==> config.mk <==
export PLATFORM = sky130hd
export DESIGN_NAME = binhex4_char_decoder_rle_crc_unit_flat
export DESIGN_NICKNAME = d
export VERILOG_FILES = /design/src/rtl/core/bhx_pkg.sv /design/src/rtl/core/bhx_if.sv /design/src/rtl/core/bhx_front.sv /design/src/rtl/core/bhx_queue.sv /design/src/rtl/core/bhx_back.sv /design/src/rtl/core/binhex4_char_decoder_rle_crc_unit.sv /design/src/flat_wrapper.sv
export SDC_FILE = /design/constraint.sdc
export NUM_CORES = 1
export LEC_CHECK = 0
export BUFFER_PORTS_ARGS = -buffer_cell sky130_fd_sc_hd__buf_2
export CAP_MARGIN = 0
export CORE_ASPECT_RATIO = 1.1
export CORE_MARGIN = 5
export CORE_UTILIZATION = 40
export DETAILED_ROUTE_END_ITERATION = 8
export GPL_TIMING_DRIVEN = 0
export PLACE_DENSITY = 0.54
export REMOVE_ABC_BUFFERS = 1
export SYNTH_ARGS = -nofsm -noshare
export SYNTH_HDL_FRONTEND = slang
export SYNTH_HIERARCHICAL = 1
export SYNTH_SLANG_ARGS = --single-unit
==> constraint.sdc <==
create_clock -name clk -period 9.55 [get_ports clk]
set_clock_uncertainty 0.2 [all_clocks]
set_input_delay 0.955 -clock clk [delete_from_list [all_inputs] [get_ports clk]]
set_output_delay 0.955 -clock clk [all_outputs]
set_load 0.05 [all_outputs]
==> src/rtl/core/bhx_pkg.sv <==
// ----------------------------------------------------------------------------
// bhx_pkg
// Shared types and constants for the BinHex 4.0 decoder with run expansion
// and CRC-16.
// ----------------------------------------------------------------------------
package bhx_pkg;

  localparam int unsigned QUEUE_DEPTH = 4;

  localparam logic [7:0]  RUN_MARKER = 8'h90;
  localparam logic [15:0] CRC_POLY   = 16'h1021;
  localparam logic [7:0]  CHAR_LF    = 8'h0A;
  localparam logic [7:0]  CHAR_CR    = 8'h0D;
  localparam logic [7:0]  CHAR_COLON = 8'h3A;

  localparam logic [7:0] ALPHABET [64] = '{
    8'h21, 8'h22, 8'h23, 8'h24, 8'h25, 8'h26, 8'h27, 8'h28,
    8'h29, 8'h2A, 8'h2B, 8'h2C, 8'h2D, 8'h30, 8'h31, 8'h32,
    8'h33, 8'h34, 8'h35, 8'h36, 8'h38, 8'h39, 8'h40, 8'h41,
    8'h42, 8'h43, 8'h44, 8'h45, 8'h46, 8'h47, 8'h48, 8'h49,
    8'h4A, 8'h4B, 8'h4C, 8'h4D, 8'h4E, 8'h50, 8'h51, 8'h52,
    8'h53, 8'h54, 8'h55, 8'h56, 8'h58, 8'h59, 8'h5A, 8'h5B,
    8'h60, 8'h61, 8'h62, 8'h63, 8'h64, 8'h65, 8'h66, 8'h68,
    8'h69, 8'h6A, 8'h6B, 8'h6C, 8'h6D, 8'h70, 8'h71, 8'h72
  };

  typedef enum logic [1:0] {
    OP_CHAR  = 2'd0,
    OP_CLEAR = 2'd1,
    OP_FINAL = 2'd2,
    OP_RESET = 2'd3
  } in_op_t;

  typedef enum logic [1:0] {
    KIND_RUN   = 2'd0,
    KIND_CHECK = 2'd1,
    KIND_END   = 2'd2,
    KIND_BAD   = 2'd3
  } res_kind_t;

  typedef enum logic [1:0] {
    CMD_RUN   = 2'd0,
    CMD_CLEAR = 2'd1,
    CMD_FINAL = 2'd2,
    CMD_MARK  = 2'd3
  } cmd_op_t;

  typedef struct packed {
    cmd_op_t    op;
    res_kind_t  kind;
    logic [7:0] data;
    logic [7:0] copies;
    logic       last;
  } cmd_t;

  typedef struct packed {
    logic valid;
    cmd_t cmd;
  } q_req_t;

endpackage

==> src/rtl/core/bhx_if.sv <==
// ----------------------------------------------------------------------------
// bhx_in_if / bhx_out_if
// Valid/ready channels for input items and result items.
// ----------------------------------------------------------------------------
interface bhx_in_if;
  logic       valid;
  logic       ready;
  logic [1:0] operation;
  logic [7:0] text_char;

  modport source (output valid, output operation, output text_char, input ready);
  modport sink   (input valid, input operation, input text_char, output ready);
endinterface

interface bhx_out_if;
  logic        valid;
  logic        ready;
  logic [1:0]  kind;
  logic [7:0]  byte_value;
  logic [7:0]  copies;
  logic [15:0] check_value;
  logic        last_of_step;

  modport source (output valid, output kind, output byte_value, output copies,
                  output check_value, output last_of_step, input ready);
  modport sink   (input valid, input kind, input byte_value, input copies,
                  input check_value, input last_of_step, output ready);
endinterface

==> src/rtl/core/bhx_front.sv <==
// ----------------------------------------------------------------------------
// bhx_front
// Accepts items, decodes characters into raw bytes, applies the run-length
// stage and issues back-end commands one per cycle while the queue takes them.
// ----------------------------------------------------------------------------
module bhx_front (
  input  logic            clk,
  input  logic            rst_n,
  bhx_in_if.sink          in_ch,
  output bhx_pkg::q_req_t push,
  input  logic            push_ready
);
  import bhx_pkg::*;

  logic [1:0]  scount_r, scount_nxt;
  logic [17:0] sbuf_r, sbuf_nxt;
  logic [7:0]  prev_r, prev_nxt;
  logic        mark_r, mark_nxt;
  logic        ended_r, ended_nxt;

  cmd_t        pend_r [3];
  cmd_t        pend_nxt [3];
  logic [1:0]  pcnt_r, pcnt_nxt;
  logic [1:0]  pidx_r, pidx_nxt;

  logic        in_fire;
  logic        sym_ok;
  logic [5:0]  sym;
  logic [7:0]  rb [3];
  logic [2:0]  rb_vld;
  logic        end_req;
  res_kind_t   end_kind;
  logic [23:0] word;
  logic [7:0]  p;
  logic        m;
  logic [1:0]  n;
  cmd_t        cmds [3];

  function automatic cmd_t mk_cmd(cmd_op_t op, res_kind_t kind, logic [7:0] data,
                                  logic [7:0] copies);
    cmd_t c;
    c.op     = op;
    c.kind   = kind;
    c.data   = data;
    c.copies = copies;
    c.last   = 1'b0;
    return c;
  endfunction

  assign in_ch.ready = (pcnt_r == 2'd0);
  assign in_fire     = in_ch.valid && in_ch.ready;

  always_comb begin
    sym_ok = 1'b0;
    sym    = '0;
    for (int i = 0; i < 64; i++) begin
      if (ALPHABET[i] == in_ch.text_char) begin
        sym_ok = 1'b1;
        sym    = 6'(i);
      end
    end
  end

  always_comb begin
    scount_nxt = scount_r;
    sbuf_nxt   = sbuf_r;
    ended_nxt  = ended_r;
    rb[0]      = '0;
    rb[1]      = '0;
    rb[2]      = '0;
    rb_vld     = '0;
    end_req    = 1'b0;
    end_kind   = KIND_END;
    word       = {sbuf_r, sym};
    p          = prev_r;
    m          = mark_r;
    n          = '0;
    for (int i = 0; i < 3; i++) cmds[i] = mk_cmd(CMD_RUN, KIND_RUN, 8'd0, 8'd0);

    if (in_fire && in_ch.operation == OP_CHAR && !ended_r &&
        in_ch.text_char != CHAR_LF && in_ch.text_char != CHAR_CR) begin
      if (in_ch.text_char == CHAR_COLON || !sym_ok) begin
        end_req  = 1'b1;
        end_kind = (in_ch.text_char == CHAR_COLON) ? KIND_END : KIND_BAD;
        if (scount_r == 2'd2) begin
          rb[0]     = sbuf_r[11:4];
          rb_vld[0] = 1'b1;
        end else if (scount_r == 2'd3) begin
          rb[0]     = sbuf_r[17:10];
          rb[1]     = sbuf_r[9:2];
          rb_vld[1:0] = 2'b11;
        end
        scount_nxt = '0;
        sbuf_nxt   = '0;
        ended_nxt  = 1'b1;
      end else if (scount_r != 2'd3) begin
        sbuf_nxt   = {sbuf_r[11:0], sym};
        scount_nxt = scount_r + 2'd1;
      end else begin
        rb[0]      = word[23:16];
        rb[1]      = word[15:8];
        rb[2]      = word[7:0];
        rb_vld     = 3'b111;
        scount_nxt = '0;
        sbuf_nxt   = '0;
      end
    end

    for (int i = 0; i < 3; i++) begin
      if (rb_vld[i]) begin
        if (m) begin
          m = 1'b0;
          if (rb[i] == 8'd0) begin
            p       = RUN_MARKER;
            cmds[n] = mk_cmd(CMD_RUN, KIND_RUN, RUN_MARKER, 8'd1);
            n       = n + 2'd1;
          end else if (rb[i] >= 8'd2) begin
            cmds[n] = mk_cmd(CMD_RUN, KIND_RUN, p, rb[i] - 8'd1);
            n       = n + 2'd1;
          end
        end else if (rb[i] == RUN_MARKER) begin
          m = 1'b1;
        end else begin
          p       = rb[i];
          cmds[n] = mk_cmd(CMD_RUN, KIND_RUN, rb[i], 8'd1);
          n       = n + 2'd1;
        end
      end
    end

    if (end_req) begin
      m       = 1'b0;
      cmds[n] = mk_cmd(CMD_MARK, end_kind, 8'd0, 8'd0);
      n       = n + 2'd1;
    end

    if (in_fire && in_ch.operation == OP_CLEAR) begin
      cmds[0] = mk_cmd(CMD_CLEAR, KIND_RUN, 8'd0, 8'd0);
      n       = 2'd1;
    end
    if (in_fire && in_ch.operation == OP_FINAL) begin
      cmds[0] = mk_cmd(CMD_FINAL, KIND_CHECK, 8'd0, 8'd0);
      n       = 2'd1;
    end

    if (n != 2'd0) cmds[n - 2'd1].last = 1'b1;

    prev_nxt = p;
    mark_nxt = m;
    if (in_fire && in_ch.operation == OP_RESET) begin
      scount_nxt = '0;
      sbuf_nxt   = '0;
      prev_nxt   = '0;
      mark_nxt   = 1'b0;
      ended_nxt  = 1'b0;
    end
  end

  assign push.valid = (pcnt_r != 2'd0);
  assign push.cmd   = pend_r[pidx_r];

  always_comb begin
    pcnt_nxt = pcnt_r;
    pidx_nxt = pidx_r;
    for (int i = 0; i < 3; i++) pend_nxt[i] = pend_r[i];
    if (in_fire) begin
      pcnt_nxt = n;
      pidx_nxt = '0;
      for (int i = 0; i < 3; i++) pend_nxt[i] = cmds[i];
    end else if (push.valid && push_ready) begin
      pcnt_nxt = pcnt_r - 2'd1;
      pidx_nxt = pidx_r + 2'd1;
    end
  end

  always_ff @(posedge clk) begin
    if (!rst_n) begin
      scount_r <= '0;
      sbuf_r   <= '0;
      prev_r   <= '0;
      mark_r   <= 1'b0;
      ended_r  <= 1'b0;
      pcnt_r   <= '0;
      pidx_r   <= '0;
    end else begin
      scount_r <= scount_nxt;
      sbuf_r   <= sbuf_nxt;
      prev_r   <= prev_nxt;
      mark_r   <= mark_nxt;
      ended_r  <= ended_nxt;
      pcnt_r   <= pcnt_nxt;
      pidx_r   <= pidx_nxt;
    end
  end

  always_ff @(posedge clk) begin
    for (int i = 0; i < 3; i++) pend_r[i] <= pend_nxt[i];
  end

endmodule

==> src/rtl/core/bhx_queue.sv <==
// ----------------------------------------------------------------------------
// bhx_queue
// Small command queue between the front and back parts.
// ----------------------------------------------------------------------------
module bhx_queue #(
  parameter int unsigned DEPTH = bhx_pkg::QUEUE_DEPTH
) (
  input  logic            clk,
  input  logic            rst_n,
  input  bhx_pkg::q_req_t push,
  output logic            push_ready,
  output bhx_pkg::q_req_t pop,
  input  logic            pop_ready
);
  import bhx_pkg::*;

  localparam int unsigned AW = (DEPTH > 1) ? $clog2(DEPTH) : 1;
  localparam int unsigned CW = $clog2(DEPTH + 1);

  cmd_t          mem_r [DEPTH];
  logic [AW-1:0] wr_ptr_r, wr_ptr_nxt;
  logic [AW-1:0] rd_ptr_r, rd_ptr_nxt;
  logic [CW-1:0] count_r, count_nxt;
  logic          push_fire, pop_fire;

  assign push_ready = (count_r != CW'(DEPTH));
  assign pop.valid  = (count_r != '0);
  assign pop.cmd    = mem_r[rd_ptr_r];
  assign push_fire  = push.valid && push_ready;
  assign pop_fire   = pop.valid && pop_ready;

  always_comb begin
    wr_ptr_nxt = wr_ptr_r;
    rd_ptr_nxt = rd_ptr_r;
    if (push_fire) wr_ptr_nxt = (wr_ptr_r == AW'(DEPTH - 1)) ? '0 : wr_ptr_r + 1'b1;
    if (pop_fire)  rd_ptr_nxt = (rd_ptr_r == AW'(DEPTH - 1)) ? '0 : rd_ptr_r + 1'b1;
    count_nxt = count_r + CW'(push_fire) - CW'(pop_fire);
  end

  always_ff @(posedge clk) begin
    if (!rst_n) begin
      wr_ptr_r <= '0;
      rd_ptr_r <= '0;
      count_r  <= '0;
    end else begin
      wr_ptr_r <= wr_ptr_nxt;
      rd_ptr_r <= rd_ptr_nxt;
      count_r  <= count_nxt;
    end
  end

  always_ff @(posedge clk) begin
    if (push_fire) mem_r[wr_ptr_r] <= push.cmd;
  end

endmodule

==> src/rtl/core/bhx_back.sv <==
// ----------------------------------------------------------------------------
// bhx_back
// Executes commands: one CRC byte update per cycle for each copy of a run,
// check clear and finalize, and the registered result stage.
// ----------------------------------------------------------------------------
module bhx_back (
  input  logic            clk,
  input  logic            rst_n,
  input  bhx_pkg::q_req_t pop,
  output logic            pop_ready,
  bhx_out_if.source       out_ch
);
  import bhx_pkg::*;

  typedef enum logic [2:0] {
    ST_IDLE = 3'b001,
    ST_CRC  = 3'b010,
    ST_DONE = 3'b100
  } back_st_t;

  back_st_t    st_r, st_nxt;
  cmd_t        cur_r, cur_nxt;
  logic [7:0]  rem_r, rem_nxt;
  logic [15:0] crc_r, crc_nxt;
  logic [15:0] crc_upd;
  logic        slot_free;
  logic        load;
  logic [15:0] load_crc;

  logic        ov_r, ov_nxt;
  res_kind_t   okind_r;
  logic [7:0]  obyte_r;
  logic [7:0]  ocopies_r;
  logic [15:0] ocrc_r;
  logic        olast_r;

  function automatic logic [15:0] crc_byte(logic [15:0] c, logic [7:0] d);
    logic [15:0] t;
    logic        carry;
    t = c;
    for (int i = 7; i >= 0; i--) begin
      carry = t[15];
      t     = {t[14:0], d[i]};
      if (carry) t = t ^ CRC_POLY;
    end
    return t;
  endfunction

  assign crc_upd   = crc_byte(crc_r, cur_r.data);
  assign slot_free = !ov_r || out_ch.ready;
  assign pop_ready = (st_r == ST_IDLE);

  always_comb begin
    st_nxt   = st_r;
    cur_nxt  = cur_r;
    rem_nxt  = rem_r;
    crc_nxt  = crc_r;
    load     = 1'b0;
    load_crc = crc_r;
    unique case (st_r)
      ST_IDLE: begin
        if (pop.valid) begin
          cur_nxt = pop.cmd;
          unique case (pop.cmd.op)
            CMD_CLEAR: crc_nxt = '0;
            CMD_RUN: begin
              rem_nxt = pop.cmd.copies;
              st_nxt  = ST_CRC;
            end
            CMD_FINAL: begin
              rem_nxt = 8'd2;
              st_nxt  = ST_CRC;
            end
            CMD_MARK: st_nxt = ST_DONE;
            default: st_nxt = ST_IDLE;
          endcase
        end
      end
      ST_CRC: begin
        crc_nxt = crc_upd;
        rem_nxt = rem_r - 8'd1;
        if (rem_r == 8'd1) begin
          if (slot_free) begin
            load     = 1'b1;
            load_crc = crc_upd;
            st_nxt   = ST_IDLE;
          end else begin
            st_nxt = ST_DONE;
          end
        end
      end
      ST_DONE: begin
        if (slot_free) begin
          load   = 1'b1;
          st_nxt = ST_IDLE;
        end
      end
      default: st_nxt = ST_IDLE;
    endcase
  end

  always_comb begin
    ov_nxt = ov_r;
    if (load)              ov_nxt = 1'b1;
    else if (out_ch.ready) ov_nxt = 1'b0;
  end

  always_ff @(posedge clk) begin
    if (!rst_n) begin
      st_r  <= ST_IDLE;
      crc_r <= '0;
      ov_r  <= 1'b0;
      rem_r <= '0;
    end else begin
      st_r  <= st_nxt;
      crc_r <= crc_nxt;
      ov_r  <= ov_nxt;
      rem_r <= rem_nxt;
    end
  end

  always_ff @(posedge clk) begin
    cur_r <= cur_nxt;
    if (load) begin
      okind_r   <= cur_r.kind;
      obyte_r   <= cur_r.data;
      ocopies_r <= cur_r.copies;
      ocrc_r    <= load_crc;
      olast_r   <= cur_r.last;
    end
  end

  assign out_ch.valid        = ov_r;
  assign out_ch.kind         = okind_r;
  assign out_ch.byte_value   = obyte_r;
  assign out_ch.copies       = ocopies_r;
  assign out_ch.check_value  = ocrc_r;
  assign out_ch.last_of_step = olast_r;

endmodule

==> src/rtl/core/binhex4_char_decoder_rle_crc_unit.sv <==
// ----------------------------------------------------------------------------
// binhex4_char_decoder_rle_crc_unit
// BinHex 4.0 character decoder with run-length expansion and CRC-16.
//
// in_chan takes items (operation, text_char) on valid & ready. The front
// decodes characters, packs four symbols into three bytes, resolves run
// markers and queues up to three commands per item, one per cycle while the
// queue has room; it takes the next item once those are queued. The back
// part runs the CRC one byte per cycle and takes a new command only once
// the last one is through. Results leave through a registered out_chan
// stage; last_of_step flags an item's final result. A stalled out_chan
// holds its result while the front and the command queue keep taking items
// until the queue fills, then in_chan.ready drops. Reset clears the decoder
// state, the CRC and all pending items.
// ----------------------------------------------------------------------------
module binhex4_char_decoder_rle_crc_unit #(
  parameter int unsigned QUEUE_DEPTH = bhx_pkg::QUEUE_DEPTH
) (
  input  logic       clk,
  input  logic       rst_n,
  bhx_in_if.sink     in_chan,
  bhx_out_if.source  out_chan
);
  import bhx_pkg::*;

  q_req_t q_push;
  q_req_t q_pop;
  logic   q_push_ready;
  logic   q_pop_ready;

  bhx_front u_front (
    .clk        (clk),
    .rst_n      (rst_n),
    .in_ch      (in_chan),
    .push       (q_push),
    .push_ready (q_push_ready)
  );

  bhx_queue #(
    .DEPTH (QUEUE_DEPTH)
  ) u_queue (
    .clk        (clk),
    .rst_n      (rst_n),
    .push       (q_push),
    .push_ready (q_push_ready),
    .pop        (q_pop),
    .pop_ready  (q_pop_ready)
  );

  bhx_back u_back (
    .clk       (clk),
    .rst_n     (rst_n),
    .pop       (q_pop),
    .pop_ready (q_pop_ready),
    .out_ch    (out_chan)
  );

  a_no_push_on_accept: assert property (@(posedge clk) disable iff (!rst_n)
    in_chan.valid && in_chan.ready |-> !q_push.valid)
    else $error("front pushed while taking an item");

  a_final_cmd: assert property (@(posedge clk) disable iff (!rst_n)
    in_chan.valid && in_chan.ready && in_chan.operation == OP_FINAL |=>
    q_push.valid && q_push.cmd.op == CMD_FINAL && q_push.cmd.last)
    else $error("finalize item did not issue a finalize command");

  a_reset_no_cmd: assert property (@(posedge clk) disable iff (!rst_n)
    in_chan.valid && in_chan.ready && in_chan.operation == OP_RESET |=>
    !q_push.valid && in_chan.ready)
    else $error("decoder reset item issued a command");

endmodule

==> src/flat_wrapper.sv <==
// flat-port wrapper written by rule: the top's interface ports become plain ports
module binhex4_char_decoder_rle_crc_unit_flat import bhx_pkg::*;
#(
  parameter int unsigned QUEUE_DEPTH = bhx_pkg::QUEUE_DEPTH
)
  (clk, rst_n, in_chan_valid, in_chan_operation, in_chan_text_char, in_chan_ready, out_chan_valid, out_chan_kind, out_chan_byte_value, out_chan_copies, out_chan_check_value, out_chan_last_of_step, out_chan_ready);
  bhx_in_if in_chan_i ();
  bhx_out_if out_chan_i ();
  input  logic clk;
  input  logic rst_n;
  input wire logic [$bits(in_chan_i.valid)-1:0] in_chan_valid;
  input wire logic [$bits(in_chan_i.operation)-1:0] in_chan_operation;
  input wire logic [$bits(in_chan_i.text_char)-1:0] in_chan_text_char;
  output wire logic [$bits(in_chan_i.ready)-1:0] in_chan_ready;
  output wire logic [$bits(out_chan_i.valid)-1:0] out_chan_valid;
  output wire logic [$bits(out_chan_i.kind)-1:0] out_chan_kind;
  output wire logic [$bits(out_chan_i.byte_value)-1:0] out_chan_byte_value;
  output wire logic [$bits(out_chan_i.copies)-1:0] out_chan_copies;
  output wire logic [$bits(out_chan_i.check_value)-1:0] out_chan_check_value;
  output wire logic [$bits(out_chan_i.last_of_step)-1:0] out_chan_last_of_step;
  input wire logic [$bits(out_chan_i.ready)-1:0] out_chan_ready;
  assign in_chan_i.valid = in_chan_valid;
  assign in_chan_i.operation = in_chan_operation;
  assign in_chan_i.text_char = in_chan_text_char;
  assign in_chan_ready = in_chan_i.ready;
  assign out_chan_valid = out_chan_i.valid;
  assign out_chan_kind = out_chan_i.kind;
  assign out_chan_byte_value = out_chan_i.byte_value;
  assign out_chan_copies = out_chan_i.copies;
  assign out_chan_check_value = out_chan_i.check_value;
  assign out_chan_last_of_step = out_chan_i.last_of_step;
  assign out_chan_i.ready = out_chan_ready;
  binhex4_char_decoder_rle_crc_unit #(.QUEUE_DEPTH(QUEUE_DEPTH)) u_core (.clk(clk), .rst_n(rst_n), .in_chan(in_chan_i), .out_chan(out_chan_i));
endmodule
==> key figures <==
Power and ir drop
  – Clock Power Share: 29.9%
  – Combinational fraction of design power: 23.7%
  – Register share of total power: 46.4%
  – Switching share of power: 30.3%
  – Max IR drop VDD: 133 uV
  – Cell-internal power: 2.74 mW
  – Leak pwr: 5.83 nW
  – P per Cell Area: 231 nW/um2
  – Sw power: 1.19 mW

Route
  – Total wire length: 43500 um
  – Routed Antenna Nets: 0
  – Routed vias: 12.1k
  – Drt pass-1 iters: 6
  – DRC viols: 0
  – WL/cell: 21.4 um
  – Via/cell ratio: 5.93
  – Initial drt markers: 1073

Place
  – Buffers on Ports: 50
  – Placer's final routability congestion estimate: 0.949
  – DP Area: 15900 um2
  – Cell count after placement: 1970
  – HPWL after detailed placement: 31100 um

Floorplan
  – Row cnt: 75
  – Initial Util: 40.3%
  – Core Area: 37900 um2
  – Die ar.: 42200 um2
  – Die span in y: 215 um
  – # IOs: 51
  – DIE WIDTH: 196 um

Setup path
  – Crit path DAT: 9.29 ns
  – Max FO, Critical Path: 25
  – Crit path capture type: register
  – Most used cell, CP: ha_1
  – Crit path launch type: input pin
  – Worst Path Required: 9.73 ns
  – WS Path Type: in -> reg
  – Critical path's slowest cell: nand2_1
  – CP max stage delay: 0.89 ns
  – CP Buf/Inv Count: 4
  – CP Cell Sequence: buf_2, nor2b_1, o2111ai_1, nand2_1, a31oi_2, nand2_1, ha_1, nand4_1, nor2_2, inv_2, ha_1, a211o_1, a21oi_4, inv_1, ha_1, mux2i_1, inv_1, ha_1, and2_0, nor2_2, o21ai_0, o31ai_1, a2bb2oi_1, a21oi_1
  – CP top delay family: simple AND/OR/NAND/NOR gates

GRT
  – Global route overflow: 0
  – Global-route wire length before repair: 67900 um
  – Vias in the first global route: 11.6k
  – GRT Resource Usage Total: 19.9%
  – Pin count of the biggest net entering global routing: 48
  – Initial antenna violation count: 0

Synth
  – Cell count after synthesis: 1513
  – Synth Area in XOR/XNOR: 3.05%
  – Combinational family with the most area after synthesis: compound AO/OA/AOI/OAI gates
  – Post-synthesis mux area share: 5.52%
  – Post-Syn Area: 15300 um2
  – Most common cell in the netlist: edfxtp_1
  – Unique masters post-synth: 111
  – Share of flip-flops with an asynchronous set or reset: 0%
  – Number of synthesized flops with an enable pin: 197
  – Post-synthesis compound-gate area fraction: 19.7%
  – Syn. warnings: 6
  – Sequential share of the synthesized area: 48.3%
  – Adder-Cell Fraction of Synth Area: 2.34%
  – Syn Area/Cell: 10.1 um2
  – Ys flop type: edfxtp_1
  – Synth top cells by count: 197 x edfxtp_1, 154 x nand2_1, 122 x nor2_1
  – Yosys reg bits: 270
  – Yosys top cell by area: edfxtp_1
  – Top post-synthesis cells by area: edfxtp_1 39%, dfxtp_1 9.6%, nand2_1 3.8%, mux4_2 3.1%, nor2_1 3.0%
  – Synth top area share: 38.7%
  – Post-Synth Simple-Gate Area: 17.1%

CTS
  – Total CTS buffers: 30
  – Sink Count: 270
  – Root Driver: clkbuf_16
  – Clock Latency Late Sink: 0.57 ns
  – CTS tree: yes
  – Clock buffer depth: 3
  – Cts hold-fix bufs: 0
  – CTS H-tree depth: 1
  – Clock transition at path regs: 0.06 ns

Timing
  – Tcrit/Tclk final: 95.4%
  – # setup viols final: 0
  – Period minus WS final: 9.11 ns
  – Max Freq: 0.110 GHz
  – Worst Max-Slew Pin Slew: 1.48 ns
  – Final slew viol count: 0
  – RSZ-0062 raised after global routing: false
  – Max-slew headroom: 0.733%
  – Fin. Hold Viols: 0

Cells and area
  – Layout cells sized above 1: 13.2%
  – Final Non-Filler Cells: 2035
  – Multi-input gate area: 7370 um2
  – Ant diodes: 0
  – P&R area growth vs syn: 11.4%
  – Fillers: 3634
  – Register area: 7380 um2
  – # nets final: 1553
  – Design area: 17000 um2

Run status
  – Status: complete, but fails checks
  – Failing checks: max-capacitance violations

Min path
  – Hold crit path type: reg -> reg

Run
  – Maxcap violations: 1
==> state kept, by name, summed over array words and instances (netlist names), 16 cells and up, named ones only <==
signal	flops
u_core/u_queue/mem_r	84
u_core/u_front/pend_r	59
u_core/u_back/cur_r	19
u_core/u_front/sbuf_r	18
u_core/u_back/crc_r	16
u_core/u_back/out_ch.check_value	16
==> power groups by stage <==
stage / logic (mW) / registers (mW) / clock network [mW]
finish: 0.930 / 1.82 / 1.18
global route: 1.03 / 1.86 / 1.27
CTS: 0.944 / 1.83 / 1.21
detailed placement: 0.939 / 1.85 / 0
global placement: 0.913 / 1.85 / 0
floorplan: 0.666 / 1.82 / 0
==> stage by stage <==
stage / setup slack [ns] / TNS (ns) / power (mW) / hold slack, ns / utilization (%)
after global routing: 0.0631 / 0 / 4.17 / 0.222 / 44.9
final: 0.440 / 0 / 3.93 / 0.218 / 44.9
after global placement: -1.62 / -25.50 / 2.76 / 0.203 / 41.4
after CTS: 0.0323 / 0 / 3.99 / 0.219 / 44.6
after detailed placement: -0.811 / -5.36 / 2.79 / 0.205 / 41.9
after floorplan: 1.46 / 0 / 2.49 / 0.200 / -
==> per-layer routing <==
metal  track usage, %  vias to the layer above  wire length (um)
met5                0                        -                 0
met4             7.54                        0              1670
met3             2.87                      104              2540
met2             34.2                      450             21300
met1             25.5                     5784             18000
li1                 -                     5728                 -
==> layout by cell type, fill, tap and decap left out, types with 20 or more instances in the layout <==
master     count
inv_1         43
nor2_1       119
a22oi_1       21
xor2_1        20
o21ai_0       86
nand2b_1      21
nand2_1      153
ha_1          27
nor3_1        36
mux4_2        21
xnor2_1       30
a31oi_1       25
and2_1        22
a21oi_1       89
clkbuf_16     31
o22ai_1       21
mux2i_1       28
buf_2         50
dfxtp_1       72
edfxtp_1     197
nand3_1       40
==> cell families after synthesis <==
family | after synthesis
mux | 57
fa+ha+maj | 28
flops | 270
buf+inv | 148
simple gates | 518
compound gates | 441
xor+xnor | 51
==> final timing paths <==
path / startpoint / to / slack [ns] / cells past startpoint
max: in_chan_text_char[3] / u_core/u_front/pend_r[0][15] / 0.44 / 24
min: u_core/u_back/cur_r[3] / u_core/u_back/out_ch.copies[2] / 0.22 / 0
max reg2reg: u_core/u_front/pcnt_r[0] / u_core/u_front/pend_r[0][15] / 0.83 / 28
min reg2reg: u_core/u_back/cur_r[3] / u_core/u_back/out_ch.copies[2] / 0.22 / 0
==> final cells by class <==
cell class | instances | area share, %
Tap cell | 500 | 3.68
Inverter | 47 | 1.04
Multi-Input combinational cell | 1095 | 43.3
Sequential cell | 270 | 43.3
Clock inverter | 15 | 1.09
Clock buffer | 41 | 4.90
Timing Repair Buffer | 67 | 2.68
==> repair_timing <==
| item | 4_1_cts | 5_1_grt |
|---|---|---|
| endpoints found under the setup margin | 3 | 11 |
| gates resized for setup | 1 | 7 |
| pin swaps | 0 | 2 |
| setup buffers | 0 | 9 |
Power figures use the tool's default switching activity.
